### src/rtl/itoa_pkg.sv
// ----------------------------------------------------------------------------
// Integer to ASCII formatter package
// Shared types, character codes and the digit-to-character map.
// ----------------------------------------------------------------------------
`timescale 1ns / 1ps

package itoa_pkg;

   // Operand and digit register geometry.
   localparam int OPERAND_BITS    = 64;
   localparam int BCD_DIGITS      = 20;
   localparam int DIGIT_REG_BITS  = BCD_DIGITS * 4;
   localparam int HEX_DIGITS      = OPERAND_BITS / 4;
   localparam int MAX_FIELD_WIDTH = 64;
   localparam int POINTER_DIGITS  = 16;

   // ASCII codes.
   localparam logic [7:0] CHAR_ZERO    = 8'h30;
   localparam logic [7:0] CHAR_MINUS   = 8'h2D;
   localparam logic [7:0] CHAR_SPACE   = 8'h20;
   localparam logic [7:0] CHAR_X       = 8'h78;
   localparam logic [7:0] CHAR_LOWER_A = 8'h61;
   localparam logic [7:0] CHAR_UPPER_A = 8'h41;

   typedef enum logic [2:0] {
      MODE_SDEC = 3'd0,
      MODE_UDEC = 3'd1,
      MODE_LHEX = 3'd2,
      MODE_UHEX = 3'd3,
      MODE_BIN  = 3'd4,
      MODE_PTR  = 3'd5
   } mode_type;

   typedef enum logic [1:0] {
      RADIX_DEC,
      RADIX_HEX,
      RADIX_BIN
   } radix_type;

   typedef enum logic [1:0] {
      DG_IDLE,
      DG_DABBLE,
      DG_NORM,
      DG_READY
   } dig_state_type;

   typedef enum logic [2:0] {
      EM_IDLE,
      EM_WAIT,
      EM_PFX0,
      EM_PFXX,
      EM_LPAD,
      EM_SIGN,
      EM_ZPAD,
      EM_DIGITS
   } emit_state_type;

   // Formatting controls of one transaction, handed to the emitter.
   typedef struct packed {
      logic       ptr;
      logic       neg;
      logic       zpad;
      logic       upper;
      logic [6:0] width;
   } req_info_type;

   // Status of the digit unit seen by the emitter.
   typedef struct packed {
      logic       busy;
      logic       ready;
      logic [3:0] digit;
      logic [6:0] len;
   } dig_stat_type;

   function automatic logic [7:0] digit_char(input logic [3:0] d, input logic upper);
      logic [7:0] c;
      if (d < 4'd10) begin
         c = CHAR_ZERO + {4'b0, d};
      end else begin
         c = (upper ? CHAR_UPPER_A : CHAR_LOWER_A) + {4'b0, d} - 8'd10;
      end
      return c;
   endfunction

endpackage

### src/rtl/itoa_digits.sv
// ----------------------------------------------------------------------------
// Digit unit
// Converts a decimal magnitude to BCD one bit per cycle, loads hex and binary digits directly,
// strips leading zeros one digit per cycle and shifts digits out most significant first.
// ----------------------------------------------------------------------------
`timescale 1ns / 1ps

module itoa_digits
   import itoa_pkg::*;
(
   input  logic                    clock,
   input  logic                    reset,
   input  logic                    start,
   input  radix_type               radix,
   input  logic [OPERAND_BITS-1:0] mag,
   input  logic                    pop,
   output dig_stat_type            stat
);

   localparam int STEP_BITS = $clog2(OPERAND_BITS);
   localparam logic [STEP_BITS-1:0] STEP_LAST = STEP_BITS'(OPERAND_BITS - 1);

   dig_state_type             state_ff, state_in;
   radix_type                 radix_ff, radix_in;
   logic [OPERAND_BITS-1:0]   bin_ff, bin_in;
   logic [DIGIT_REG_BITS-1:0] dreg_ff, dreg_in;
   logic [STEP_BITS-1:0]      step_ff, step_in;
   logic [6:0]                len_ff, len_in;

   logic [DIGIT_REG_BITS-1:0] dreg_adj;
   logic [DIGIT_REG_BITS-1:0] dreg_shift;
   logic                      top_zero;

   // Add three to every BCD digit of five or more before the next shift.
   always_comb begin
      for (int i = 0; i < BCD_DIGITS; i++) begin
         if (dreg_ff[i*4 +: 4] >= 4'd5) begin
            dreg_adj[i*4 +: 4] = dreg_ff[i*4 +: 4] + 4'd3;
         end else begin
            dreg_adj[i*4 +: 4] = dreg_ff[i*4 +: 4];
         end
      end
   end

   assign dreg_shift = (radix_ff == RADIX_BIN) ? {dreg_ff[DIGIT_REG_BITS-2:0], 1'b0}
                                               : {dreg_ff[DIGIT_REG_BITS-5:0], 4'b0};
   assign top_zero   = (radix_ff == RADIX_BIN) ? !dreg_ff[DIGIT_REG_BITS-1]
                                               : (dreg_ff[DIGIT_REG_BITS-1 -: 4] == 4'd0);

   always_ff @(posedge clock) begin
      if (reset) begin
         state_ff <= DG_IDLE;
      end else begin
         state_ff <= state_in;
      end
      radix_ff <= radix_in;
      bin_ff   <= bin_in;
      dreg_ff  <= dreg_in;
      step_ff  <= step_in;
      len_ff   <= len_in;
   end

   always_comb begin
      state_in = state_ff;
      radix_in = radix_ff;
      bin_in   = bin_ff;
      dreg_in  = dreg_ff;
      step_in  = step_ff;
      len_in   = len_ff;
      unique case (state_ff)
         DG_IDLE: begin
            if (start) begin
               radix_in = radix;
               step_in  = '0;
               unique case (radix)
                  RADIX_DEC: begin
                     bin_in   = mag;
                     dreg_in  = '0;
                     len_in   = 7'(BCD_DIGITS);
                     state_in = DG_DABBLE;
                  end
                  RADIX_HEX: begin
                     dreg_in  = {mag, (DIGIT_REG_BITS - OPERAND_BITS)'(0)};
                     len_in   = 7'(HEX_DIGITS);
                     state_in = DG_NORM;
                  end
                  default: begin
                     dreg_in  = {mag, (DIGIT_REG_BITS - OPERAND_BITS)'(0)};
                     len_in   = 7'(OPERAND_BITS);
                     state_in = DG_NORM;
                  end
               endcase
            end
         end
         DG_DABBLE: begin
            dreg_in = {dreg_adj[DIGIT_REG_BITS-2:0], bin_ff[OPERAND_BITS-1]};
            bin_in  = {bin_ff[OPERAND_BITS-2:0], 1'b0};
            step_in = step_ff + 1'b1;
            if (step_ff == STEP_LAST) begin
               state_in = DG_NORM;
            end
         end
         DG_NORM: begin
            if (top_zero && (len_ff > 7'd1)) begin
               dreg_in = dreg_shift;
               len_in  = len_ff - 7'd1;
            end else begin
               state_in = DG_READY;
            end
         end
         DG_READY: begin
            if (pop) begin
               dreg_in = dreg_shift;
               len_in  = len_ff - 7'd1;
               if (len_ff == 7'd1) begin
                  state_in = DG_IDLE;
               end
            end
         end
         default: state_in = DG_IDLE;
      endcase
   end

   assign stat.busy  = (state_ff != DG_IDLE);
   assign stat.ready = (state_ff == DG_READY);
   assign stat.digit = (radix_ff == RADIX_BIN) ? {3'b0, dreg_ff[DIGIT_REG_BITS-1]}
                                               : dreg_ff[DIGIT_REG_BITS-1 -: 4];
   assign stat.len   = len_ff;

endmodule

### src/rtl/itoa_emit.sv
// ----------------------------------------------------------------------------
// Character emitter
// Sequences prefix, padding, sign and digits into the output register.
// ----------------------------------------------------------------------------
`timescale 1ns / 1ps

module itoa_emit
   import itoa_pkg::*;
(
   input  logic         clock,
   input  logic         reset,
   input  logic         start,
   input  req_info_type info,
   input  dig_stat_type dig_stat,
   output logic         dig_pop,
   output logic         idle,
   input  logic         rsp_tready,
   output logic         rsp_tvalid,
   output logic [7:0]   rsp_tdata,
   output logic         rsp_tlast
);

   emit_state_type state_ff, state_in;
   req_info_type   info_ff, info_in;
   logic [6:0]     pad_ff, pad_in;
   logic           valid_ff, valid_in;
   logic [7:0]     data_ff, data_in;
   logic           last_ff, last_in;

   logic           out_free;
   logic           emit;
   logic [7:0]     ch;
   logic           ch_last;
   logic [6:0]     total;

   assign out_free = !valid_ff || rsp_tready;
   assign total    = dig_stat.len + {6'b0, info_ff.neg};

   always_ff @(posedge clock) begin
      if (reset) begin
         state_ff <= EM_IDLE;
         valid_ff <= 1'b0;
      end else begin
         state_ff <= state_in;
         valid_ff <= valid_in;
      end
      info_ff <= info_in;
      pad_ff  <= pad_in;
      data_ff <= data_in;
      last_ff <= last_in;
   end

   always_comb begin
      state_in = state_ff;
      info_in  = info_ff;
      pad_in   = pad_ff;
      valid_in = valid_ff && !rsp_tready;
      data_in  = data_ff;
      last_in  = last_ff;
      dig_pop  = 1'b0;
      emit     = 1'b0;
      ch       = CHAR_SPACE;
      ch_last  = 1'b0;
      unique case (state_ff)
         EM_IDLE: begin
            if (start) begin
               info_in  = info;
               state_in = EM_WAIT;
            end
         end
         EM_WAIT: begin
            if (dig_stat.ready) begin
               pad_in   = (info_ff.width > total) ? (info_ff.width - total) : 7'd0;
               state_in = info_ff.ptr ? EM_PFX0 : EM_LPAD;
            end
         end
         EM_PFX0: begin
            if (out_free) begin
               emit     = 1'b1;
               ch       = CHAR_ZERO;
               state_in = EM_PFXX;
            end
         end
         EM_PFXX: begin
            if (out_free) begin
               emit     = 1'b1;
               ch       = CHAR_X;
               state_in = EM_LPAD;
            end
         end
         EM_LPAD: begin
            if (info_ff.zpad || (pad_ff == 7'd0)) begin
               state_in = EM_SIGN;
            end else if (out_free) begin
               emit   = 1'b1;
               ch     = CHAR_SPACE;
               pad_in = pad_ff - 7'd1;
            end
         end
         EM_SIGN: begin
            if (!info_ff.neg) begin
               state_in = EM_ZPAD;
            end else if (out_free) begin
               emit     = 1'b1;
               ch       = CHAR_MINUS;
               state_in = EM_ZPAD;
            end
         end
         EM_ZPAD: begin
            if (!info_ff.zpad || (pad_ff == 7'd0)) begin
               state_in = EM_DIGITS;
            end else if (out_free) begin
               emit   = 1'b1;
               ch     = CHAR_ZERO;
               pad_in = pad_ff - 7'd1;
            end
         end
         EM_DIGITS: begin
            if (out_free && dig_stat.ready) begin
               emit    = 1'b1;
               ch      = digit_char(dig_stat.digit, info_ff.upper);
               ch_last = (dig_stat.len == 7'd1);
               dig_pop = 1'b1;
               if (dig_stat.len == 7'd1) begin
                  state_in = EM_IDLE;
               end
            end
         end
         default: state_in = EM_IDLE;
      endcase
      if (emit) begin
         valid_in = 1'b1;
         data_in  = ch;
         last_in  = ch_last;
      end
   end

   assign idle       = (state_ff == EM_IDLE);
   assign rsp_tvalid = valid_ff;
   assign rsp_tdata  = data_ff;
   assign rsp_tlast  = last_ff;

endmodule

### src/rtl/integer_to_ascii_formatter.sv
// ----------------------------------------------------------------------------
// Integer to ASCII formatter
// Formats one integer conversion per transaction and streams its characters.
// ----------------------------------------------------------------------------
//
//   Channel   Direction   Carries
//   req_*     in          one conversion: operand, width, pad and mode
//   rsp_*     out         one ASCII character per transaction, tlast on the final
//
// Steps: the request is accepted, decimal modes run a bit-serial BCD conversion, leading
// zeros are stripped one per cycle (up to 19 decimal, 15 hex, 63 binary), the emitter takes
// the digits, then it sends any prefix, padding and sign, and then the digits themselves.
// Reset clears both sequencers and the output valid only. A stall on rsp_tready freezes
// emission; the next request is taken once the final character sits in the output register.
// ----------------------------------------------------------------------------
`timescale 1ns / 1ps

module integer_to_ascii_formatter
   import itoa_pkg::*;
(
   input  logic        clock,
   input  logic        reset,

   input  logic        req_tvalid,
   output logic        req_tready,
   // value [63:0], min_width [70:64], pad_with_zero [71]
   input  logic [71:0] req_tdata,
   // mode [2:0], operand_is_64bit [3]
   input  logic [3:0]  req_tuser,

   output logic        rsp_tvalid,
   input  logic        rsp_tready,
   // char_out [7:0]
   output logic [7:0]  rsp_tdata,
   output logic        rsp_tlast
);

   logic [OPERAND_BITS-1:0] value;
   logic [6:0]              min_width;
   logic                    pad_with_zero;
   logic [2:0]              mode_code;
   logic                    operand_is_64bit;
   mode_type                mode;
   logic                    mode_ok;

   logic [OPERAND_BITS-1:0] operand;
   logic [OPERAND_BITS-1:0] mag;
   logic                    neg;
   logic [6:0]              width_sat;
   radix_type               radix;
   req_info_type            info;

   logic                    req_accept;
   logic                    start;
   logic                    emit_idle;
   logic                    dig_pop;
   dig_stat_type            dig_stat;

   // Unpack the request transaction.
   assign value            = req_tdata[63:0];
   assign min_width        = req_tdata[70:64];
   assign pad_with_zero    = req_tdata[71];
   assign mode_code        = req_tuser[2:0];
   assign operand_is_64bit = req_tuser[3];
   assign mode             = mode_type'(mode_code);
   assign mode_ok          = (mode_code <= MODE_PTR);

   // The block takes a request whenever the emitter has finished the last one;
   // unused mode codes are taken and dropped without any output.
   assign req_tready = emit_idle;
   assign req_accept = req_tvalid && req_tready;
   assign start      = req_accept && mode_ok;

   // Narrow operands are sign extended only in signed decimal mode.
   always_comb begin
      if (operand_is_64bit) begin
         operand = value;
      end else if (mode == MODE_SDEC) begin
         operand = {{(OPERAND_BITS-32){value[31]}}, value[31:0]};
      end else begin
         operand = {(OPERAND_BITS-32)'(0), value[31:0]};
      end
   end

   // The magnitude of a negative signed value is printed behind a minus sign.
   // The most negative value negates to itself, which is its correct
   // unsigned magnitude.
   assign neg = (mode == MODE_SDEC) && operand[OPERAND_BITS-1];
   assign mag = neg ? (~operand + 64'd1) : operand;

   assign width_sat = (min_width > 7'(MAX_FIELD_WIDTH)) ? 7'(MAX_FIELD_WIDTH) : min_width;

   always_comb begin
      unique case (mode) inside
         MODE_LHEX, MODE_UHEX, MODE_PTR: radix = RADIX_HEX;
         MODE_BIN:                       radix = RADIX_BIN;
         default:                        radix = RADIX_DEC;
      endcase
   end

   // Pointer mode always prints a fixed 16 digit, zero padded field.
   assign info.ptr   = (mode == MODE_PTR);
   assign info.neg   = neg;
   assign info.zpad  = pad_with_zero || (mode == MODE_PTR);
   assign info.upper = (mode == MODE_UHEX);
   assign info.width = (mode == MODE_PTR) ? 7'(POINTER_DIGITS) : width_sat;

   itoa_digits u_digits (
      .clock (clock),
      .reset (reset),
      .start (start),
      .radix (radix),
      .mag   (mag),
      .pop   (dig_pop),
      .stat  (dig_stat)
   );

   itoa_emit u_emit (
      .clock      (clock),
      .reset      (reset),
      .start      (start),
      .info       (info),
      .dig_stat   (dig_stat),
      .dig_pop    (dig_pop),
      .idle       (emit_idle),
      .rsp_tready (rsp_tready),
      .rsp_tvalid (rsp_tvalid),
      .rsp_tdata  (rsp_tdata),
      .rsp_tlast  (rsp_tlast)
   );

   // The digit unit must never hold work while the emitter is idle.
   assert property (@(posedge clock) disable iff (reset) emit_idle |-> !dig_stat.busy)
      else $error("digit unit busy while emitter idle");

   // Digits are only shifted out once they are normalized.
   assert property (@(posedge clock) disable iff (reset) dig_pop |-> dig_stat.ready)
      else $error("digit pop without ready digits");

   // A normalized digit register always holds at least one digit.
   assert property (@(posedge clock) disable iff (reset)
                    dig_stat.ready |-> (dig_stat.len != 7'd0))
      else $error("ready digit register is empty");

   // A valid request occupies the block in the following cycle.
   assert property (@(posedge clock) disable iff (reset) start |=> !req_tready)
      else $error("request not taken up after acceptance");

endmodule
### config.mk
export PLATFORM = sky130hd
export DESIGN_NAME = integer_to_ascii_formatter
export DESIGN_NICKNAME = d
export VERILOG_FILES = /design/src/rtl/itoa_pkg.sv /design/src/rtl/itoa_digits.sv /design/src/rtl/itoa_emit.sv /design/src/rtl/integer_to_ascii_formatter.sv
export SDC_FILE = /design/constraint.sdc
export NUM_CORES = 1
export LEC_CHECK = 0
export ABC_AREA = 1
export BUFFER_PORTS_ARGS = -buffer_cell sky130_fd_sc_hd__buf_2
export CAP_MARGIN = 20
export CORE_AREA = 2 2 153 155
export CTS_CLUSTER_DIAMETER = 40
export DETAILED_ROUTE_END_ITERATION = 6
export DIE_AREA = 0 0 155 157
export GPL_TIMING_DRIVEN = 0
export PLACE_DENSITY = 0.83
export SKIP_CTS_REPAIR_TIMING = 1
export SLEW_MARGIN = 20
export SYNTH_ARGS = -nofsm -noshare
export SYNTH_HDL_FRONTEND = slang
export SYNTH_SLANG_ARGS = --single-unit
### constraint.sdc
create_clock -name clock -period 12.06 [get_ports clock]
set_input_delay 1.809 -clock clock [delete_from_list [all_inputs] [get_ports clock]]
set_output_delay 1.809 -clock clock [all_outputs]
set_load 0.02 [all_outputs]
==> run summary, run 1 <==
status = completed
P_int = 0.00212 W
GRT overflow = 0
PwrDens = 243 mW/mm^2
Stages on worst setup path = 10
CTS clk-pin slew, worst paths = 70 ps
CP max FO = 24
Critical Path Max Stage Delay = 640 ps
Yosys warnings = 0
Initial Util = 0.642
core area = 0.0225 sq mm
final setup TNS = 0 ps
number of routed nets with antenna violations = 0
EDFF count, synth = 185
Yosys reg bits = 191
area grow syn2layout = 10.7%
Slew @ Worst Pin = 960 ps
RSZ-0062 raised after global routing = no
final wirelength = 41600 um
Clock power frac = 0.156
Critical path buffers and inverters = 4
Setup WS post-layout = 8230 ps
endpoints failing hold = 0
routed vias = 14200
worst min path class = reg -> reg
worst r2r path cells = 10
Num CTS Buffers = 17
Vias/cell = 5.99
clock sink total = 191
# fillers = 1855
Sw Pwr = 0.00177 W
Most used DFF post-synth = edfxtp_1
Setup crit start kind = input pin
# diodes = 0
slowest CP cell = nor2_4
RD Place Congestion = 0.981
critical path data arrival time = 3970 ps
vias in the first global route = 13300
synthesized netlist cell count = 1960
detailed placement HPWL = 31700 um
die width = 155 um
combinational share of power = 0.488
Leakage = 7.19 nW
critical-path cell list = buf_2 > nor2_1 > nor2_1 > nand2_1 > nand2_1 > o21ai_0 > nor2_4 > buf_12 > buf_16 > buf_16
syn_area_per_cell = 7.37 sq um
first-pass GRT wire length = 66100 um
# DRC = 0
Max Transition Viols Final = 0
Sw Share = 0.455
Synthesized Nets = 2100
total of max-cap violations = 0
FP Rows = 55
crit share post-route = 0.317
initial DRC count = 1467
antenna violations before repair = 0
routed len/inst = 17.6 um
GRT Total Usage = 0.345
htree depth = 4
Cell Area, Synth = 0.0144 sq mm
Slew HR = 0.355
share of cells above drive strength 1 = 0.0964
Hold Path Cell Cnt = 2
Seq pwr share = 0.356
DRT Pass-1 Iters = 7
I/O Buffers = 88
clock latency on the worst-skew pair = 440 ps
clock tree from TritonCTS = yes
worst slack at placement = 7780 ps
post-synthesis async set-or-reset flop share = 0
element type at the critical path end = flop
fin nets = 2212
Worst IR Drop VDD = 0.148 mV
clk buf depth = 2
Fmax = 0.261 GHz
I/O pins = 91
Top delay family on crit path = simple AND/OR/NAND/NOR gates
Clock Root Buffer = clkbuf_16
largest net degree at the start of global routing = 45
die height = 157 um
critical path class = in -> reg
die area = 0.0243 sq mm
fin crit period = 3830 ps
Cell variety after synth = 56
Worst EP required = 12210 ps
Setup violations, final = 0
clk_skew = 10.9 ps
register area share after synthesis = 0.393
## power groups by stage
stage | registers [W] | logic (W) | clock network, W
2_1_floorplan | 0.00137 | 0.00129 | 0
3_3_place_gp | 0.00143 | 0.00169 | 0
3_5_place_dp | 0.00139 | 0.00184 | 0
4_1_cts | 0.00138 | 0.00186 | 0.000606
5_1_grt | 0.00141 | 0.00212 | 0.000629
6_report | 0.00138 | 0.00190 | 0.000606
## area by class of cell
type	count	area, sq um	share of cell area
Sequential cell	191	5680	0.355
Clock buffer	21	470	0.0294
Tap cell	285	357	0.0223
Clock inverter	11	151	0.00947
Multi-Input combinational cell	1449	7500	0.469
Inverter	246	923	0.0578
Timing Repair Buffer	93	541	0.0338
Buffer	74	364	0.0228
## cells by family after synthesis
logic type | share of synthesized area
buf+inv | 0.0892
fa+ha+maj | 0.0525
simple gates | 0.261
compound gates | 0.165
other cells | 0.000260
xor+xnor | 0.0382
flops | 0.393
## per-stage QoR
stage / power (W) / utilization / instances / hold slack [ps] / area (sq um)
floorplan: 0.00265 / - / 1960 / 494 / 14400
global placement: 0.00313 / 0.677 / 2333 / 497 / 15200
detailed placement: 0.00322 / 0.683 / 2338 / 508 / 15400
CTS: 0.00384 / 0.710 / 2370 / 523 / 16000
global route: 0.00416 / 0.710 / 2370 / 537 / 16000
finish: 0.00389 / 0.710 / 2370 / 523 / 16000
## cells in the final DEF (no fill, tap or decap), drive strengths merged, types with 4 or more instances in the layout
cell and count:
nand3b 5, buf 125, a21oi 126, o211ai 23, dfxtp 6, xnor2 13
a21boi 4, o21ai 212, a32o 5, nand3 139, inv 248, nand4 14
nor2 226, o21bai 10, edfxtp 185, clkbuf 63, o31ai 11, xor2 50
o22ai 8, or2 7, o221ai 4, ha 59, nor3 13, o32ai 6
clkinv 5, nand2 495
## tightest hold or removal path: stages, from the launching register on
cell and delay (ps):
edfxtp_1 320, nand2_1 50, nand2_1 50
## sequential cells by signal (all words and copies together) (netlist names)
| name | count |
|---|---|
| u_digits.radix_ff | 2 |
| u_digits.state_ff | 2 |
| u_emit.info_ff | 11 |
| u_emit.pad_ff | 7 |
| u_digits.bin_ff | 64 |
| u_digits.dreg_ff | 80 |
| u_emit.rsp_tdata | 7 |
| u_emit.rsp_tlast | 1 |
| u_emit.rsp_tvalid | 1 |
| u_emit.state_ff | 3 |
| u_digits.len_ff | 7 |
| u_digits.step_ff | 6 |
## synthesized netlist by cell type, types with 3 or more instances
| cell type | number | share of area |
|---|---|---|
| o32ai_1 | 6 | 0.0036 |
| edfxtp_1 | 185 | 0.38 |
| xnor2_1 | 13 | 0.0079 |
| nand2_1 | 492 | 0.13 |
| a21boi_0 | 4 | 0.0021 |
| o21bai_1 | 10 | 0.0052 |
| nand4_1 | 14 | 0.0061 |
| buf_4 | 3 | 0.0016 |
| ha_1 | 59 | 0.051 |
| o21ai_1 | 13 | 0.0045 |
| nor2_2 | 9 | 0.0039 |
| o31ai_1 | 11 | 0.0057 |
| nor2_4 | 6 | 0.0047 |
| nand3_1 | 134 | 0.046 |
| a21oi_1 | 125 | 0.043 |
| a31oi_1 | 3 | 0.0013 |
| nand2_2 | 3 | 0.0013 |
| dfxtp_1 | 6 | 0.0083 |
| a32o_1 | 5 | 0.0035 |
| o221ai_1 | 4 | 0.0024 |
| clkbuf_1 | 42 | 0.011 |
| o211ai_1 | 23 | 0.012 |
| buf_2 | 21 | 0.0073 |
| or2_2 | 6 | 0.0026 |
| inv_1 | 241 | 0.063 |
| o22ai_1 | 8 | 0.0035 |
| o21ai_2 | 6 | 0.0036 |
| o21ai_0 | 192 | 0.067 |
| inv_2 | 4 | 0.0010 |
| nor3_1 | 12 | 0.0042 |
| nor2_1 | 211 | 0.055 |
| buf_6 | 5 | 0.0039 |
| xor2_1 | 50 | 0.030 |
| nand3b_1 | 5 | 0.0026 |
| nand3_2 | 4 | 0.0028 |
## layer usage
layer  vias to the layer above  GRT usage  share of wire  wire, um
met5                         -          0              0         0
li1                       6757          -              -         -
met2                       789      0.576           0.46     19200
met4                         0      0.118          0.026      1090
met1                      6545      0.458           0.41     17200
met3                        96     0.0586           0.10      4160
## path summary, 6_finish.rpt
kind / start / end / slack [ps]
max: rsp_tready / u_digits.dreg_ff[34]$_DFFE_PP_ / 8230
min: u_digits.bin_ff[60]$_DFFE_PP_ / u_digits.bin_ff[61]$_DFFE_PP_ / 520
max reg2reg: u_digits.radix_ff[0]$_DFFE_PP_ / u_digits.dreg_ff[34]$_DFFE_PP_ / 8980
min reg2reg: u_digits.bin_ff[60]$_DFFE_PP_ / u_digits.bin_ff[61]$_DFFE_PP_ / 520
No activity file was read; power rests on OpenSTA's default activity.
==> run 2: changes to the inputs <==
--- a/config.mk
+++ b/config.mk
@@ -8,12 +8,12 @@
 export ABC_AREA = 1
 export BUFFER_PORTS_ARGS = -buffer_cell sky130_fd_sc_hd__buf_2
 export CAP_MARGIN = 20
-export CORE_AREA = 2 2 153 155
+export CORE_AREA = 2 2 155 157
 export CTS_CLUSTER_DIAMETER = 40
 export DETAILED_ROUTE_END_ITERATION = 6
-export DIE_AREA = 0 0 155 157
+export DIE_AREA = 0 0 157 159
 export GPL_TIMING_DRIVEN = 0
-export PLACE_DENSITY = 0.83
+export PLACE_DENSITY = 0.81
 export SKIP_CTS_REPAIR_TIMING = 1
 export SLEW_MARGIN = 20
 export SYNTH_ARGS = -nofsm -noshare
==> constraint.sdc (replaced) <==
create_clock -name clock -period 3.65 [get_ports clock]
set_input_delay 0.5475 -clock clock [delete_from_list [all_inputs] [get_ports clock]]
set_output_delay 0.5475 -clock clock [all_outputs]
set_load 0.02 [all_outputs]
==> run 2 against run 1 <==
  * Clock skew grew 2.1 ps
  * Sequential share of layout area barely moved
  * Cell count increased by 1.5%
  * Critical path type is now reg -> reg
  * Highest routed layer unchanged
  * Total power grew to 3.3 times the previous value
  * Largest cell class unchanged
==> run summary, run 2 (synthesized netlist as in run 1, its figures left out) <==
clock sink total = 191
# diodes = 0
flop2flop setup slack = 730 ps
die width = 157 um
routed vias = 13900
max reg flops = 80
critical path data arrival time = 3100 ps
routed len/inst = 17.2 um
Vias/cell = 5.79
Setup violations, final = 0
element type at the critical path end = flop
I/O pins = 91
clock latency on the worst-skew pair = 450 ps
Leakage = 7.17 nW
area occupied by multi-input gates = 0.00750 sq mm
Setup crit start kind = flop
Slew HR = 0.285
Slew @ Worst Pin = 1060 ps
Hold Crit Start = reset
clk_skew = 13.0 ps
RD Place Congestion = 0.964
final wirelength = 41400 um
crit share post-route = 0.799
first-pass GRT wire length = 66000 um
Clock Root Buffer = clkbuf_16
RR Endpoint = u_digits.dreg_ff[32]$_DFFE_PP_
total of max-cap violations = 0
status = completed
GRT overflow = 0
Initial Util = 0.623
Fmax = 0.343 GHz
Largest regs = u_digits.dreg_ff (80), u_digits.bin_ff (64), u_emit.info_ff (11)
number of routed nets with antenna violations = 0
Worst EP required = 3830 ps
worst r2r path cells = 9
clock tree from TritonCTS = yes
die height = 159 um
Setup WS post-layout = 734 ps
FF/Latch Area = 0.00568 sq mm
core area = 0.0232 sq mm
antenna violations before repair = 0
CP max FO = 10
critical path class = reg -> reg
Core Util, Final = 0.690
commonest non-fill, non-tap cells in the layout = nand2_1, inv_1, nor2_1
Max Transition Viols Final = 0
share of cells above drive strength 1 = 0.0968
PwrDens = 797 mW/mm^2
crit path launch = u_digits.state_ff[0]$_SDFFE_PP0P_
GRT Total Usage = 0.335
CTS clk-pin slew, worst paths = 70 ps
endpoints failing hold = 0
area grow syn2layout = 10.8%
commonest non-fill, non-tap cell in the layout = nand2_1
FP Rows = 56
RR Startpoint = u_digits.state_ff[0]$_SDFFE_PP0P_
die area = 0.0250 sq mm
DRT Pass-1 Iters = 6
worst slack at placement = 841 ps
fin crit period = 2920 ps
Largest Register = u_digits.dreg_ff
I/O Buffers = 88
Hold Path End = u_emit.state_ff[1]$_SDFFE_PP0P_
# fillers = 1943
vias in the first global route = 13100
RSZ-0062 raised after global routing = no
htree depth = 4
initial DRC count = 1794
Hold Path Cell Cnt = 2
# DRC = 0
worst min path class = in -> reg
Worst IR Drop VDD = 0.472 mV
clk buf depth = 2
detailed placement HPWL = 31700 um
fin nets = 2213
largest net degree at the start of global routing = 48
Num CTS Buffers = 17
run 2: changes by cell type in the layout (fill, tap and decap cells not counted), sizes merged:
cell / before / now
inv: 248 / 250
clkbuf: 63 / 59
clkinv: 5 / 8
bufinv: 3 / 1
buf: 125 / 126
clkinvlp: 1 / 2
run 2: worst max-delay path by stage:
stage,end,slack [ps],depth (start not counted)
finish,u_digits.dreg_ff[32]$_DFFE_PP_,730,9
global route,u_digits.dreg_ff[32]$_DFFE_PP_,570,9
CTS,u_digits.dreg_ff[32]$_DFFE_PP_,820,9
detailed placement,u_digits.dreg_ff[32]$_DFFE_PP_,840,9
global placement,u_digits.bin_ff[8]$_DFFE_PP_,-580,7
floorplan,u_digits.bin_ff[0]$_SDFFCE_PP0P_,530,7
run 2: layer usage:
| layer | up-vias | part of all wire | GRT usage |
|---|---|---|---|
| met5 | - | 0 | 0 |
| met4 | 0 | 0.031 | 0.124 |
| met3 | 105 | 0.10 | 0.0602 |
| met2 | 750 | 0.45 | 0.523 |
| met1 | 6291 | 0.41 | 0.469 |
| li1 | 6768 | - | - |
run 2: through the flow:
stage	hold WS, ps	TNS [ps]	cells	total power, W	cell area, sq um
global route	285	0	2405	0.0137	16000
detailed placement	507	0	2373	0.0107	15400
floorplan	494	0	1960	0.00872	14400
CTS	269	0	2405	0.0126	16000
finish	281	0	2405	0.0128	16000
global placement	500	-36990	2367	0.0102	15300
run 2: power breakdown:
group	switching [W]	leakage [nW]	total, W	internal (W)
logic	0.00431	5.05	0.00634	0.00203
registers	0.000667	1.84	0.00457	0.00391
clock network	0.000891	0.275	0.00184	0.000951
run 2: worst max-delay path, stage by stage, from the launching register on:
cell and delay [ps]:
dfxtp_1 390, inv_1 100, ha_1 240, nor2_1 470, nor2_2 220, clkinv_1 210, clkbuf_1 550, a21oi_1 80
a32oi_1 270, o21ai_1 110
run 2: cell type report:
cell class / count / area share
Buffer: 74 / 0.0228
Clock buffer: 17 / 0.0266
Clock inverter: 15 / 0.00845
Inverter: 246 / 0.0577
Multi-Input combinational cell: 1449 / 0.469
Sequential cell: 191 / 0.355
Tap cell: 319 / 0.0250
Timing Repair Buffer: 94 / 0.0360
==> run 3: changes to the inputs <==
==> constraint.sdc (replaced) <==
create_clock -name clock -period 2.78 [get_ports clock]
set_input_delay 0.417 -clock clock [delete_from_list [all_inputs] [get_ports clock]]
set_output_delay 0.417 -clock clock [all_outputs]
set_load 0.02 [all_outputs]
==> run 3 against run 2 <==
  * Non-clock buffer count is 1 higher
  * Via count up 0.51%
  * Cell count did not move
  * Total power grew 32%
  * Clock power is 41% higher
  * Count of clock-buffer cells in the layout did not move
  * Worst setup slack worse by 550 ps
  * Flip-flop and latch count stayed put
  * Worst hold slack lost 140 ps
  * Sequential share of layout area decreased by 0.13 points
  * Combinational power is 31% higher
  * Sequential power rose by 32%
==> run summary, run 3 (synthesized netlist as in run 1, its figures left out) <==
WHS = 136 ps
fin crit period = 2590 ps
RR Startpoint = u_digits.len_ff[0]$_SDFFCE_PN0P_
routed vias = 14000
area grow syn2layout = 11.2%
CP max FO = 6
Seq pwr share = 0.356
most used cell, CP = ha_1
flop2flop setup slack = 190 ps
Max Transition Viols Final = 0
largest net degree at the start of global routing = 42
Setup violations, final = 0
Largest Register = u_digits.dreg_ff
Clock Root Buffer = clkbuf_16
crit path launch = u_digits.len_ff[0]$_SDFFCE_PN0P_
GRT overflow = 0
first-pass GRT wire length = 66300 um
commonest non-fill, non-tap cell in the layout = nand2_1
routed len/inst = 17.4 um
worst r2r path cells = 13
Sw Share = 0.458
Fmax = 0.386 GHz
Worst EP required = 2980 ps
die height = 159 um
htree depth = 4
critical path data arrival time = 2800 ps
vias in the first global route = 12900
Slew HR = 0.381
slowest CP cell = edfxtp_1
final wirelength = 41900 um
crit share post-route = 0.932
critical path class = reg -> reg
RR Endpoint = u_emit.pad_ff[4]$_DFFE_PP_
critical-path cell list = ha_1 > ha_1 > nand3_1 > nor3_1 > xor2_1 > ha_1 > nand2_1 > inv_1 > nand4_1 > o211ai_1 > nand2_2 > inv_1 > a22o_1
DRT Pass-1 Iters = 6
Setup crit start kind = flop
P_int = 0.00916 W
clk_skew = 14.2 ps
GRT Total Usage = 0.337
I/O Buffers = 88
die width = 157 um
clock latency on the worst-skew pair = 450 ps
antenna violations before repair = 0
Vias/cell = 5.81
element type at the critical path end = flop
Leakage = 7.20 nW
Area after DPL = 0.0154 sq mm
Slew @ Worst Pin = 926 ps
max reg flops = 80
share of cells above drive strength 1 = 0.102
clock tree from TritonCTS = yes
total of max-cap violations = 0
worst min path class = in -> reg
RD Place Congestion = 0.938
clk buf depth = 2
RSZ-0062 raised after global routing = no
status = completed
FP Rows = 56
CTS clk-pin slew, worst paths = 70 ps
initial DRC count = 1702
Clock power frac = 0.153
number of routed nets with antenna violations = 0
Sw Pwr = 0.00773 W
Critical Path Max Stage Delay = 420 ps
combinational share of power = 0.490
detailed placement HPWL = 32100 um
Initial Util = 0.623
clock sink total = 191
die area = 0.0250 sq mm
commonest non-fill, non-tap cells in the layout = nand2_1, inv_1, nor2_1
# DRC = 0
final non-filler cell area = 0.0161 sq mm
Largest regs = u_digits.dreg_ff (80), u_digits.bin_ff (64), u_emit.info_ff (11)
fin nets = 2214
I/O pins = 91
endpoints failing hold = 0
Worst Setup EP = u_emit.pad_ff[4]$_DFFE_PP_
Worst IR Drop VDD = 0.542 mV
# diodes = 0
PwrDens = 1050 mW/mm^2
Num CTS Buffers = 17
core area = 0.0232 sq mm
Hold Path Cell Cnt = 2
run 3: cell types whose count changed in the layout (fill, tap and decap cells not counted), moves of 2 or more:
| cell | change |
|---|---|
| clkbuf_2 | +4 |
| buf_4 | +2 |
| inv_6 | +3 |
| clkinv_2 | -2 |
| nor3_2 | +2 |
| clkbuf_1 | -4 |
| nor3_1 | -2 |
| nor2_1 | -2 |
| buf_12 | +2 |
| bufinv_16 | +2 |
| buf_16 | -3 |
| o21ai_0 | -2 |
run 3: worst min path at each step:
stage | to | start
after floorplan | u_emit.state_ff[1]$_SDFFE_PP0P_ | reset
after global routing | u_emit.state_ff[1]$_SDFFE_PP0P_ | reset
after CTS | u_emit.state_ff[1]$_SDFFE_PP0P_ | reset
final | u_emit.state_ff[1]$_SDFFE_PP0P_ | reset
after detailed placement | u_digits.bin_ff[25]$_DFFE_PP_ | u_digits.bin_ff[24]$_DFFE_PP_
after global placement | u_digits.bin_ff[25]$_DFFE_PP_ | u_digits.bin_ff[24]$_DFFE_PP_
run 3: worst max-delay path, delay by kind of cell, from the launching register on:
family / cells / cell delay [ps]
AOI/OAI and AO/OA: 2 / 280
buffers and inverters: 2 / 110
xor gates and xnor gates: 1 / 210
and+or+nand+nor: 5 / 630
DFF: 1 / 420
adders and majority gates: 3 / 700
run 3: routing by layer:
layer  wire [um]  vias up  GRT usage
met4        1170        0      0.119
met3        3830       99     0.0531
li1            -     6780          -
met1       17700     6344      0.471
met5           0        -          0
met2       19200      762      0.534
run 3: stage by stage:
stage          setup TNS [ps]  total power [W]  setup WS [ps]  std cells  utilization
2_1_floorplan               0           0.0114           2.11       1960            -
3_3_place_gp           -94590           0.0134           -702       2367        0.660
3_5_place_dp            -4030           0.0140          -90.5       2372        0.664
4_1_cts                 -3720           0.0166           -109       2403        0.690
5_1_grt                     0           0.0181           4.75       2405        0.692
6_report                    0           0.0169            188       2405        0.692
run 3: cell type report:
| class | count | area (sq um) |
|---|---|---|
| Sequential cell | 191 | 5680 |
| Inverter | 246 | 923 |
| Buffer | 74 | 369 |
| Timing Repair Buffer | 95 | 548 |
| Clock buffer | 17 | 425 |
| Tap cell | 319 | 399 |
| Fill cell | 1928 | 7140 |
| Clock inverter | 14 | 180 |
| Multi-Input combinational cell | 1449 | 7530 |
run 3: power groups by stage:
stage	clock network, W	logic (W)	registers, W
CTS	0.00259	0.00800	0.00598
finish	0.00259	0.00828	0.00602
global placement	0	0.00738	0.00606
global route	0.00269	0.00925	0.00615
detailed placement	0	0.00794	0.00602
floorplan	0	0.00561	0.00583
